<file path="config.mk">
export PLATFORM = sky130hd
export DESIGN_NAME = bracket_text_pretty_printer_core
export DESIGN_NICKNAME = d
export VERILOG_FILES = /design/src/hw/rtl/btpp_pkg.sv /design/src/hw/rtl/btpp_datapath.sv /design/src/hw/rtl/btpp_ctrl.sv /design/src/hw/rtl/bracket_text_pretty_printer_core.sv
export VERILOG_INCLUDE_DIRS = /design/src /design/src/hw/rtl
export SDC_FILE = /design/constraint.sdc
export NUM_CORES = 1
export LEC_CHECK = 0
export BUFFER_PORTS_ARGS = -buffer_cell sky130_fd_sc_hd__buf_4
export CAP_MARGIN = 20
export CORE_UTILIZATION = 60
export CTS_BUF_LIST = sky130_fd_sc_hd__clkbuf_4 sky130_fd_sc_hd__clkbuf_8
export CTS_CLUSTER_DIAMETER = 50
export DETAILED_ROUTE_END_ITERATION = 10
export GPL_TIMING_DRIVEN = 0
export PLACE_DENSITY = 0.78
export SLEW_MARGIN = 10
export SYNTH_ARGS = -nofsm -noshare
export SYNTH_HDL_FRONTEND = slang
export SYNTH_HIERARCHICAL = 1
export SYNTH_SLANG_ARGS = --single-unit
</file>
<file path="constraint.sdc">
create_clock -name clk -period 4.4 [get_ports clk]
set_clock_uncertainty 0.05 [all_clocks]
set_input_delay 0.66 -clock clk [delete_from_list [all_inputs] [get_ports clk]]
set_output_delay 0.66 -clock clk [all_outputs]
set_load 0.02 [all_outputs]
</file>
<file path="src/hw/rtl/assert_macros.svh">
// Assertion macros shared by the RTL modules
`ifndef ASSERT_MACROS_SVH
`define ASSERT_MACROS_SVH

// Check that a condition holds at every clock edge out of reset.
`define ASSERT_ALWAYS(lbl, cond, msg) \
    lbl: assert property (@(posedge clk) disable iff (!rst_n) (cond)) else $error(msg);

// Check that a condition implies another in the same cycle.
`define ASSERT_IMPL(lbl, ante, cons, msg) \
    lbl: assert property (@(posedge clk) disable iff (!rst_n) (ante) |-> (cons)) else $error(msg);

// Check that a condition implies another in the next cycle.
`define ASSERT_NEXT(lbl, ante, cons, msg) \
    lbl: assert property (@(posedge clk) disable iff (!rst_n) (ante) |=> (cons)) else $error(msg);

`endif

</file>
<file path="src/hw/rtl/btpp_pkg.sv">
// Types and constants of the bracket text pretty printer
package btpp_pkg;

    localparam int DEPTH_W = 5;
    localparam int CNT_W   = DEPTH_W + 1;

    localparam logic [DEPTH_W-1:0] MAX_DEPTH = 5'd31;

    localparam logic [7:0] CH_DQUOTE = 8'h22;
    localparam logic [7:0] CH_SQUOTE = 8'h27;
    localparam logic [7:0] CH_BSLASH = 8'h5C;
    localparam logic [7:0] CH_LBRACE = 8'h7B;
    localparam logic [7:0] CH_RBRACE = 8'h7D;
    localparam logic [7:0] CH_LBRACK = 8'h5B;
    localparam logic [7:0] CH_RBRACK = 8'h5D;
    localparam logic [7:0] CH_COMMA  = 8'h2C;
    localparam logic [7:0] CH_COLON  = 8'h3A;
    localparam logic [7:0] CH_NL     = 8'h0A;
    localparam logic [7:0] CH_SPACE  = 8'h20;

    typedef enum logic {
        CTL_IDLE,
        CTL_EMIT
    } ctl_state_t;

    typedef enum logic [1:0] {
        SEL_HEAD,
        SEL_NL,
        SEL_INDENT,
        SEL_TAIL
    } emit_sel_t;

    typedef struct packed {
        logic      load;
        logic      emit;
        emit_sel_t sel;
        logic      last;
    } ctl_cmd_t;

    typedef struct packed {
        logic head_pend;
        logic nl_pend;
        logic indent_pend;
        logic indent_one;
        logic tail_pend;
        logic slot_free;
    } dp_status_t;

endpackage

</file>
<file path="src/hw/rtl/btpp_datapath.sv">
// Datapath: text state, decode of one item, emit plan and output register
`include "assert_macros.svh"

module btpp_datapath (
    input  logic                  clk,
    input  logic                  rst_n,
    input  logic [7:0]            char_in,
    input  logic                  start_text,
    input  btpp_pkg::ctl_cmd_t    cmd,
    output btpp_pkg::dp_status_t  sts,
    input  logic                  pretty_stall,
    output logic                  pretty_valid,
    output logic [7:0]            char_out,
    output logic                  last_of_run
);

    logic                          inside_quotes_reg;
    logic                          quote_is_single_reg;
    logic                          escape_pending_reg;
    logic [btpp_pkg::DEPTH_W-1:0]  nest_depth_reg;

    logic                          head_pend_reg;
    logic                          nl_pend_reg;
    logic                          tail_pend_reg;
    logic [btpp_pkg::CNT_W-1:0]    cnt_reg;
    logic [7:0]                    char_reg;
    logic [7:0]                    tail_byte_reg;

    logic                          out_valid_reg;
    logic [7:0]                    char_out_reg;
    logic                          last_reg;

    logic                          inside_quotes_next;
    logic                          quote_is_single_next;
    logic                          escape_pending_next;
    logic [btpp_pkg::DEPTH_W-1:0]  nest_depth_next;
    logic                          head_next;
    logic                          nl_next;
    logic                          tail_next;
    logic [7:0]                    tail_byte_next;
    logic [7:0]                    emit_byte;

    logic                          work_pend;
    logic                          out_held;

    // Decode one item against the state left by the previous one.
    always_comb
    begin
        logic                         q;
        logic                         s;
        logic                         e;
        logic [btpp_pkg::DEPTH_W-1:0] d;

        q = start_text ? 1'b0 : inside_quotes_reg;
        s = start_text ? 1'b0 : quote_is_single_reg;
        e = start_text ? 1'b0 : escape_pending_reg;
        d = start_text ? '0 : nest_depth_reg;

        inside_quotes_next   = q;
        quote_is_single_next = s;
        escape_pending_next  = e;
        nest_depth_next      = d;
        head_next            = 1'b0;
        nl_next              = 1'b0;
        tail_next            = 1'b0;
        tail_byte_next       = char_in;

        if (q)
        begin
            head_next = 1'b1;
            if (e)
            begin
                escape_pending_next = 1'b0;
            end
            else if (char_in == btpp_pkg::CH_BSLASH)
            begin
                escape_pending_next = 1'b1;
            end
            else if ((s && char_in == btpp_pkg::CH_SQUOTE) ||
                     (!s && char_in == btpp_pkg::CH_DQUOTE))
            begin
                inside_quotes_next   = 1'b0;
                quote_is_single_next = 1'b0;
            end
        end
        else if (char_in == btpp_pkg::CH_DQUOTE || char_in == btpp_pkg::CH_SQUOTE)
        begin
            inside_quotes_next   = 1'b1;
            quote_is_single_next = (char_in == btpp_pkg::CH_SQUOTE);
            escape_pending_next  = 1'b0;
            head_next            = 1'b1;
        end
        else
        begin
            case (char_in)
                btpp_pkg::CH_LBRACE, btpp_pkg::CH_LBRACK:
                begin
                    head_next = 1'b1;
                    nl_next   = 1'b1;
                    if (d < btpp_pkg::MAX_DEPTH)
                    begin
                        nest_depth_next = d + btpp_pkg::DEPTH_W'(1);
                    end
                end
                btpp_pkg::CH_RBRACE, btpp_pkg::CH_RBRACK:
                begin
                    nl_next   = 1'b1;
                    tail_next = 1'b1;
                    if (d != '0)
                    begin
                        nest_depth_next = d - btpp_pkg::DEPTH_W'(1);
                    end
                end
                btpp_pkg::CH_COMMA:
                begin
                    head_next = 1'b1;
                    nl_next   = 1'b1;
                end
                btpp_pkg::CH_COLON:
                begin
                    head_next      = 1'b1;
                    tail_next      = 1'b1;
                    tail_byte_next = btpp_pkg::CH_SPACE;
                end
                btpp_pkg::CH_SPACE:
                begin
                    head_next = 1'b0;
                end
                default:
                begin
                    head_next = 1'b1;
                end
            endcase
        end
    end

    always_ff @(posedge clk or negedge rst_n)
    begin
        if (!rst_n)
        begin
            inside_quotes_reg   <= 1'b0;
            quote_is_single_reg <= 1'b0;
            escape_pending_reg  <= 1'b0;
            nest_depth_reg      <= '0;
            head_pend_reg       <= 1'b0;
            nl_pend_reg         <= 1'b0;
            tail_pend_reg       <= 1'b0;
            cnt_reg             <= '0;
        end
        else if (cmd.load)
        begin
            inside_quotes_reg   <= inside_quotes_next;
            quote_is_single_reg <= quote_is_single_next;
            escape_pending_reg  <= escape_pending_next;
            nest_depth_reg      <= nest_depth_next;
            head_pend_reg       <= head_next;
            nl_pend_reg         <= nl_next;
            tail_pend_reg       <= tail_next;
            // Indent only follows a newline: two spaces per level.
            cnt_reg             <= nl_next ? {nest_depth_next, 1'b0} : '0;
        end
        else if (cmd.emit)
        begin
            case (cmd.sel)
                btpp_pkg::SEL_HEAD:   head_pend_reg <= 1'b0;
                btpp_pkg::SEL_NL:     nl_pend_reg   <= 1'b0;
                btpp_pkg::SEL_INDENT: cnt_reg       <= cnt_reg - btpp_pkg::CNT_W'(1);
                btpp_pkg::SEL_TAIL:   tail_pend_reg <= 1'b0;
                default:              tail_pend_reg <= tail_pend_reg;
            endcase
        end
    end

    always_ff @(posedge clk)
    begin
        if (cmd.load)
        begin
            char_reg      <= char_in;
            tail_byte_reg <= tail_byte_next;
        end
    end

    always_comb
    begin
        case (cmd.sel)
            btpp_pkg::SEL_HEAD:   emit_byte = char_reg;
            btpp_pkg::SEL_NL:     emit_byte = btpp_pkg::CH_NL;
            btpp_pkg::SEL_INDENT: emit_byte = btpp_pkg::CH_SPACE;
            btpp_pkg::SEL_TAIL:   emit_byte = tail_byte_reg;
            default:              emit_byte = char_reg;
        endcase
    end

    // Output register: load on emit, drop once taken.
    always_ff @(posedge clk or negedge rst_n)
    begin
        if (!rst_n)
        begin
            out_valid_reg <= 1'b0;
        end
        else if (cmd.emit)
        begin
            out_valid_reg <= 1'b1;
        end
        else if (!pretty_stall)
        begin
            out_valid_reg <= 1'b0;
        end
    end

    always_ff @(posedge clk)
    begin
        if (cmd.emit)
        begin
            char_out_reg <= emit_byte;
            last_reg     <= cmd.last;
        end
    end

    assign sts.head_pend   = head_pend_reg;
    assign sts.nl_pend     = nl_pend_reg;
    assign sts.indent_pend = (cnt_reg != '0);
    assign sts.indent_one  = (cnt_reg == btpp_pkg::CNT_W'(1));
    assign sts.tail_pend   = tail_pend_reg;
    assign sts.slot_free   = !out_valid_reg || !pretty_stall;

    assign pretty_valid = out_valid_reg;
    assign char_out     = char_out_reg;
    assign last_of_run  = last_reg;

    assign work_pend = head_pend_reg || nl_pend_reg || tail_pend_reg || (cnt_reg != '0);
    assign out_held  = out_valid_reg && pretty_stall;

    `ASSERT_IMPL(a_emit_has_work, cmd.emit, work_pend, "emit with nothing pending")
    `ASSERT_NEXT(a_last_drains, cmd.emit && cmd.last, !work_pend, "bytes left after last of run")
    `ASSERT_NEXT(a_out_hold, out_held, out_valid_reg && $stable(char_out_reg), "stalled item lost")

endmodule

</file>
<file path="src/hw/rtl/btpp_ctrl.sv">
// Controller: accepts items and sequences the bytes of each run
`include "assert_macros.svh"

module btpp_ctrl (
    input  logic                  clk,
    input  logic                  rst_n,
    input  logic                  text_valid,
    output logic                  text_stall,
    input  btpp_pkg::dp_status_t  sts,
    output btpp_pkg::ctl_cmd_t    cmd
);

    btpp_pkg::ctl_state_t state_reg;
    btpp_pkg::ctl_state_t state_next;

    logic any_pend;

    assign any_pend = sts.head_pend || sts.nl_pend || sts.indent_pend || sts.tail_pend;

    always_ff @(posedge clk or negedge rst_n)
    begin
        if (!rst_n)
        begin
            state_reg <= btpp_pkg::CTL_IDLE;
        end
        else
        begin
            state_reg <= state_next;
        end
    end

    always_comb
    begin
        state_next = state_reg;
        text_stall = 1'b1;
        cmd.load   = 1'b0;
        cmd.emit   = 1'b0;
        cmd.sel    = btpp_pkg::SEL_HEAD;
        cmd.last   = 1'b0;

        case (state_reg)
            btpp_pkg::CTL_IDLE:
            begin
                text_stall = 1'b0;
                if (text_valid)
                begin
                    cmd.load   = 1'b1;
                    state_next = btpp_pkg::CTL_EMIT;
                end
            end
            btpp_pkg::CTL_EMIT:
            begin
                if (!any_pend)
                begin
                    // Dropped byte: no output for this item.
                    state_next = btpp_pkg::CTL_IDLE;
                end
                else if (sts.slot_free)
                begin
                    cmd.emit = 1'b1;
                    if (sts.head_pend)
                    begin
                        cmd.sel  = btpp_pkg::SEL_HEAD;
                        cmd.last = !sts.nl_pend && !sts.indent_pend && !sts.tail_pend;
                    end
                    else if (sts.nl_pend)
                    begin
                        cmd.sel  = btpp_pkg::SEL_NL;
                        cmd.last = !sts.indent_pend && !sts.tail_pend;
                    end
                    else if (sts.indent_pend)
                    begin
                        cmd.sel  = btpp_pkg::SEL_INDENT;
                        cmd.last = sts.indent_one && !sts.tail_pend;
                    end
                    else
                    begin
                        cmd.sel  = btpp_pkg::SEL_TAIL;
                        cmd.last = 1'b1;
                    end
                    if (cmd.last)
                    begin
                        state_next = btpp_pkg::CTL_IDLE;
                    end
                end
            end
            default:
            begin
                state_next = btpp_pkg::CTL_IDLE;
            end
        endcase
    end

    `ASSERT_IMPL(a_emit_slot_free, cmd.emit, sts.slot_free, "emit into a full output register")
    `ASSERT_IMPL(a_load_no_emit, cmd.load, !cmd.emit && !any_pend, "item taken during a run")
    `ASSERT_NEXT(a_load_to_emit, cmd.load, state_reg == btpp_pkg::CTL_EMIT, "no run after load")

endmodule

</file>
<file path="src/hw/rtl/bracket_text_pretty_printer_core.sv">
// Top level of the bracket text pretty printer
//
//  channel   valid         stall         payload
//  text      text_valid    text_stall    char_in, start_text
//  pretty    pretty_valid  pretty_stall  char_out, last_of_run
//
// Each item is decoded when it is taken; without stalls on pretty its N bytes
// (1 to 64) then go one byte per cycle into the single output register.
// A dropped space emits nothing.
// Reset clears depth, quote and escape state and empties the output register.
// A stall on pretty holds the output register and pauses the run; text is
// taken again only once the last byte of the run is in the output register.
module bracket_text_pretty_printer_core (
    input  logic       clk,
    input  logic       rst_n,
    input  logic       text_valid,
    output logic       text_stall,
    input  logic [7:0] char_in,
    input  logic       start_text,
    output logic       pretty_valid,
    input  logic       pretty_stall,
    output logic [7:0] char_out,
    output logic       last_of_run
);

    btpp_pkg::ctl_cmd_t   cmd;
    btpp_pkg::dp_status_t sts;

    btpp_ctrl u_ctrl (
        .clk        (clk),
        .rst_n      (rst_n),
        .text_valid (text_valid),
        .text_stall (text_stall),
        .sts        (sts),
        .cmd        (cmd)
    );

    btpp_datapath u_datapath (
        .clk          (clk),
        .rst_n        (rst_n),
        .char_in      (char_in),
        .start_text   (start_text),
        .cmd          (cmd),
        .sts          (sts),
        .pretty_stall (pretty_stall),
        .pretty_valid (pretty_valid),
        .char_out     (char_out),
        .last_of_run  (last_of_run)
    );

endmodule

</file>
; Word level (Yosys, flattened, before mapping)
; Cells that the tools add are included.
[classes]
add_sub_neg = 3
order_cmp = 1
n_eq_ne = 15
n_mux = 67
bitwise = 1
n_reduce_logical = 36
[op_table]
columns = cell, count
row1 = $mux 1, 43
row2 = $eq 8x6->1 const B, 5
row3 = $eq 8x7->1 const B, 5
row4 = $pmux 8 s4, 1
row5 = $mux 5, 5
row6 = $mux 6, 4
row7 = $mux 8, 3
row8 = $mux 3, 5
row9 = $mux 4, 3
row10 = $pmux 5 s2, 1
row11 = $reduce_bool 2->1, 5
row12 = $reduce_and 2->1, 4
row13 = $eq 6x1->1 const B, 1
row14 = $logic_and 1x1->1, 6
row15 = $logic_not 1->1, 6
row16 = $logic_or 1x1->1, 6
row17 = $reduce_bool 6->1, 1
row18 = $reduce_or 3->1, 2
row19 = $sub 6x1->6 const B, 1
row20 = $add 5x1->5 const B, 1
row21 = $lt 5x5->1 const B, 1
row22 = $reduce_bool 5->1, 1
row23 = $reduce_or 5->1, 1
row24 = $sub 5x1->5 const B, 1
row25 = other kinds (9), 11
[word_totals]
register_bits = 44
output_inout_bits = 11
word_cells = 137

; Logic depth before layout (Yosys ltp)
[depth]
depth_word = 15
depth_mapped = 14
depth_no_buf = 12

; Cells and area by module
; The synthesis kept the hierarchy.
[modules_own_cells]
columns = module, n_inst, cells_per_inst, area_each_um2
row1 = btpp_datapath, 1, 271, 2570.0
row2 = btpp_ctrl, 1, 16, 136.4

; Least setup slack after synthesis
; No wires, ideal clock.
[synth_timing]
path_type = register to register
startpoint = register u_datapath/cnt_reg[0] (netlist bit)
endpoint = register u_datapath/cnt_reg[5] (netlist bit)
t_arrival_ps = 2801
required_time_ps = 4218
slack_ps = 1417
path_stages_with_launch = 15
cell_sequence = dfrtp_1 -> inv_1 -> ha_1 -> nor3b_1 -> nand2_1 -> o41a_2 -> nand2_1 -> nor3_1 -> clkbuf_1 -> inv_1 -> and3_1 -> clkbuf_1 -> a41oi_1 -> a211oi_1 -> a211oi_2
[synth_lines]
columns = element, line
row1 = from (decl), btpp_datapath.sv:25  ; logic [btpp_pkg::CNT_W-1:0] cnt_reg;
row2 = from (signal assigned), btpp_datapath.sv:160  ; cnt_reg <= nl_next ? {nest_depth_next, 1'b0} : '0;
row3 = from (signal assigned), btpp_datapath.sv:167  ; btpp_pkg::SEL_INDENT: cnt_reg <= cnt_reg - btpp_pkg::CNT_W'(1);

==> results by group <==
Timing
  • RSZ-0062 raised after global routing: false
  • # setup viols final: 0
  • Relative slew margins: 37.6%
  • Setup TNS: 0 ps
  • Fmax: 285 MHz
  • Final hold vios: 0
  • Crit path time final: 3500 ps
  • Period Utilization, post-route: 79.6%
  • Slew at the pin closest to its max-slew limit: 935 ps
  • Max Slew Vio Count: 0
  • Hold slack final: 171 ps

Floorplanning
  • Die Height: 69.2 um
  • Initial Util: 62.2%
  • Ports: 24
  • CORE AREA: 4350 sq um
  • Die outline width: 69.2 um
  • Number of core rows: 24
  • Full die area: 4780 sq um

Clocking
  • Worst-Skew Late Latency: 310 ps
  • # clock sinks: 44
  • CTS Root Cell: clkbuf_8
  • # Post-CTS Setup Buffers: 0
  • CTS Buf Count: 5
  • Worst-path clk slew: 80 ps
  • Bufs on Longest Clock Path: 2
  • Post-CTS sizing: 0
  • # hold bufs at CTS: 0
  • CTS tree: yes
  • CTS H-Tree Depth: 2

Routing
  • Overall routed net length: 6220 um
  • TritonRoute pass-1 iters: 7
  • DR DRC count: 1
  • Vias/cell: 6.30
  • Drt wl/cell: 16.8 um
  • Initial DRC count: 231
  • Via count: 2,331
  • ANT nets after route: 0

Synthesis
  • Cells after synthesis: 287
  • Async set or reset register ratio after synthesis: 43.2%
  • Register area share after synthesis: 45.3%
  • Post-synthesis cell type count: 60
  • Post-synth EDFFs: 25
  • Post-synthesis compound-gate area fraction: 21.7%
  • Post-synthesis mux area share: 0.370%
  • Simple-gate share of the synthesized area: 23.0%
  • Post-synthesis register bit count: 44
  • Yosys warnings: 6
  • Area leader, netlist: edfxtp_1
  • Top cells by area, synth: edfxtp_1, dfrtp_1, nand2_1
  • Adder-Cell Fraction of Synth Area: 1.85%
  • Post-synthesis net count: 304
  • Top FF cell, synth: edfxtp_1
  • Synth top area share: 27.7%
  • Syn Std Cell Area: 2710 sq um
  • Post-Syn Area per Cell: 9.43 sq um
  • Largest family of logic cells by synthesized area: simple AND/OR/NAND/NOR gates
  • Xor and xnor area share after synthesis: 1.94%

Power
  • Psw: 0.653 mW
  • Power per Cell Area: 552 nW/um^2
  • P_int: 1.04 mW
  • Fraction of power spent switching nets: 38.6%
  • Combinational power share: 42.1%
  • Max rail drop VDD: 0.223 mV
  • Clock power share: 19.0%
  • Reg power frac: 38.9%
  • Leakage: 1.16 nW

Global route
  • Largest net degree at the start of global routing: 20
  • Initial antenna violation count: 0
  • Vias in the first global route: 2,178
  • Met1 usage: 40.8%
  • Met2 Use GR: 44.1%
  • All-Layer GR Usage: 28.2%
  • Busiest grt layer: met2
  • First-pass GRT wire length: 10,800 um
  • Met3 global-route usage: 4.82%
  • GRT overflow: 0

Cells and area
  • Area Overhead vs Synth: 13.2%
  • Fraction of layout cells with a size suffix above 1: 15.4%
  • Most frequent cells in the layout: buf_4, nand2_1, edfxtp_1, clkbuf_1, nor2_1
  • Nets: 334
  • ANT cells: 0

Placement
  • Routability cong.: 0.915
  • DP Wirelength: 4450 um
  • Buffers on Ports: 23

Critical path
  • CP Max Fanout: 10
  • Arrival time worst endpoint: 3640 ps
  • Required @ worst endpoint: 4540 ps
  • Setup crit end kind: register
  • Worst Setup Start Kind: register
  • Worst Path Class, Setup: register to register

Job
  • Max cap viols: 0

Hold path
  • Worst hold-check path type: primary input to async pin

Run status
  • Status: finished with violations
  • Failing checks: DRC
-- cell families after synthesis --
group | after synthesis
AND/OR/NAND/NOR | 112
AO/OA/AOI/OAI | 81
flip-flops | 44
buffers and inverters | 39
XOR/XNOR | 6
adder cells (fa/ha/maj) | 4
multiplexers | 1
-- power groups by stage --
| stage | clock network (mW) | logic (mW) | registers [mW] |
|---|---|---|---|
| after floorplan | 0 | 0.443 | 0.716 |
| after global placement | 0 | 0.687 | 0.659 |
| after detailed placement | 0 | 0.706 | 0.668 |
| after CTS | 0.325 | 0.710 | 0.659 |
| after global routing | 0.344 | 0.788 | 0.674 |
| final | 0.321 | 0.713 | 0.658 |
-- routing by layer --
metal,vias up,wire (um)
met5,-,0
met3,5,303
met2,71,2970
met1,1131,2900
met4,0,52
li1,1124,-
-- critical path, stage by stage, from the launching register on --
cell and delay, ps:
dfrtp_1 440, inv_1 80, ha_1 180, nor3b_1 370, nand2_1 230, o41a_2 490, nand2_1 110, nor3_1 60
clkbuf_1 190, inv_1 120, and3_1 210, clkbuf_1 360, a41oi_1 190, a211oi_1 240, a211oi_2 70
-- cell type report --
| type | instances | area, sq um |
|---|---|---|
| Inverter | 14 | 52.6 |
| Tap cell | 52 | 65.1 |
| Timing Repair Buffer | 23 | 173 |
| Sequential cell | 44 | 1230 |
| Clock inverter | 3 | 47.5 |
| Multi-Input combinational cell | 204 | 1330 |
| Clock buffer | 5 | 68.8 |
| Buffer | 25 | 105 |
| Fill cell | 349 | 1290 |
-- path summary, 6_finish.rpt --
path	start	endpoint	slack (ps)	depth (start not counted)
hold reg to reg	u_datapath/nl_pend_reg	u_datapath/nl_pend_reg	470	1
setup reg to reg	u_datapath/cnt_reg[0]	u_datapath/cnt_reg[5]	900	14
min in group clk	u_datapath/nl_pend_reg	u_datapath/nl_pend_reg	470	1
setup / recovery	u_datapath/cnt_reg[0]	u_datapath/cnt_reg[5]	900	14
hold / removal	rst_n	u_datapath/cnt_reg[0]	170	1
max in group asynchronous	rst_n	u_datapath/cnt_reg[5]	3900	1
-- cell usage after synthesis (3+ instances only) --
library cell and count:
nand2_1 26, edfxtp_1 25, clkbuf_1 22, nor2_1 21, dfrtp_1 19, a21oi_1 17, inv_1 14, o21ai_0 14
nor3_1 13, nand2b_1 7, nor2b_1 7, a22o_1 5, a31oi_1 5, a41oi_1 5, and2_1 5, nand3_1 5
xnor2_1 5, ha_1 4, o32ai_1 4, and3_1 3, buf_4 3, nor4b_1 3, o21a_1 3, o31ai_1 3
o41ai_1 3, or3_1 3
-- metrics by stage --
stage,total power [mW],cell area (sq um),cells,utilization (%),setup slack [ps]
floorplan,1.16,2710,287,-,1420
global placement,1.35,2940,362,67.6,698
detailed placement,1.37,2950,362,67.7,983
CTS,1.70,3060,370,70.3,955
global route,1.81,3060,370,70.3,632
finish,1.69,3060,370,70.3,897
(Power assumes the default switching activity.)
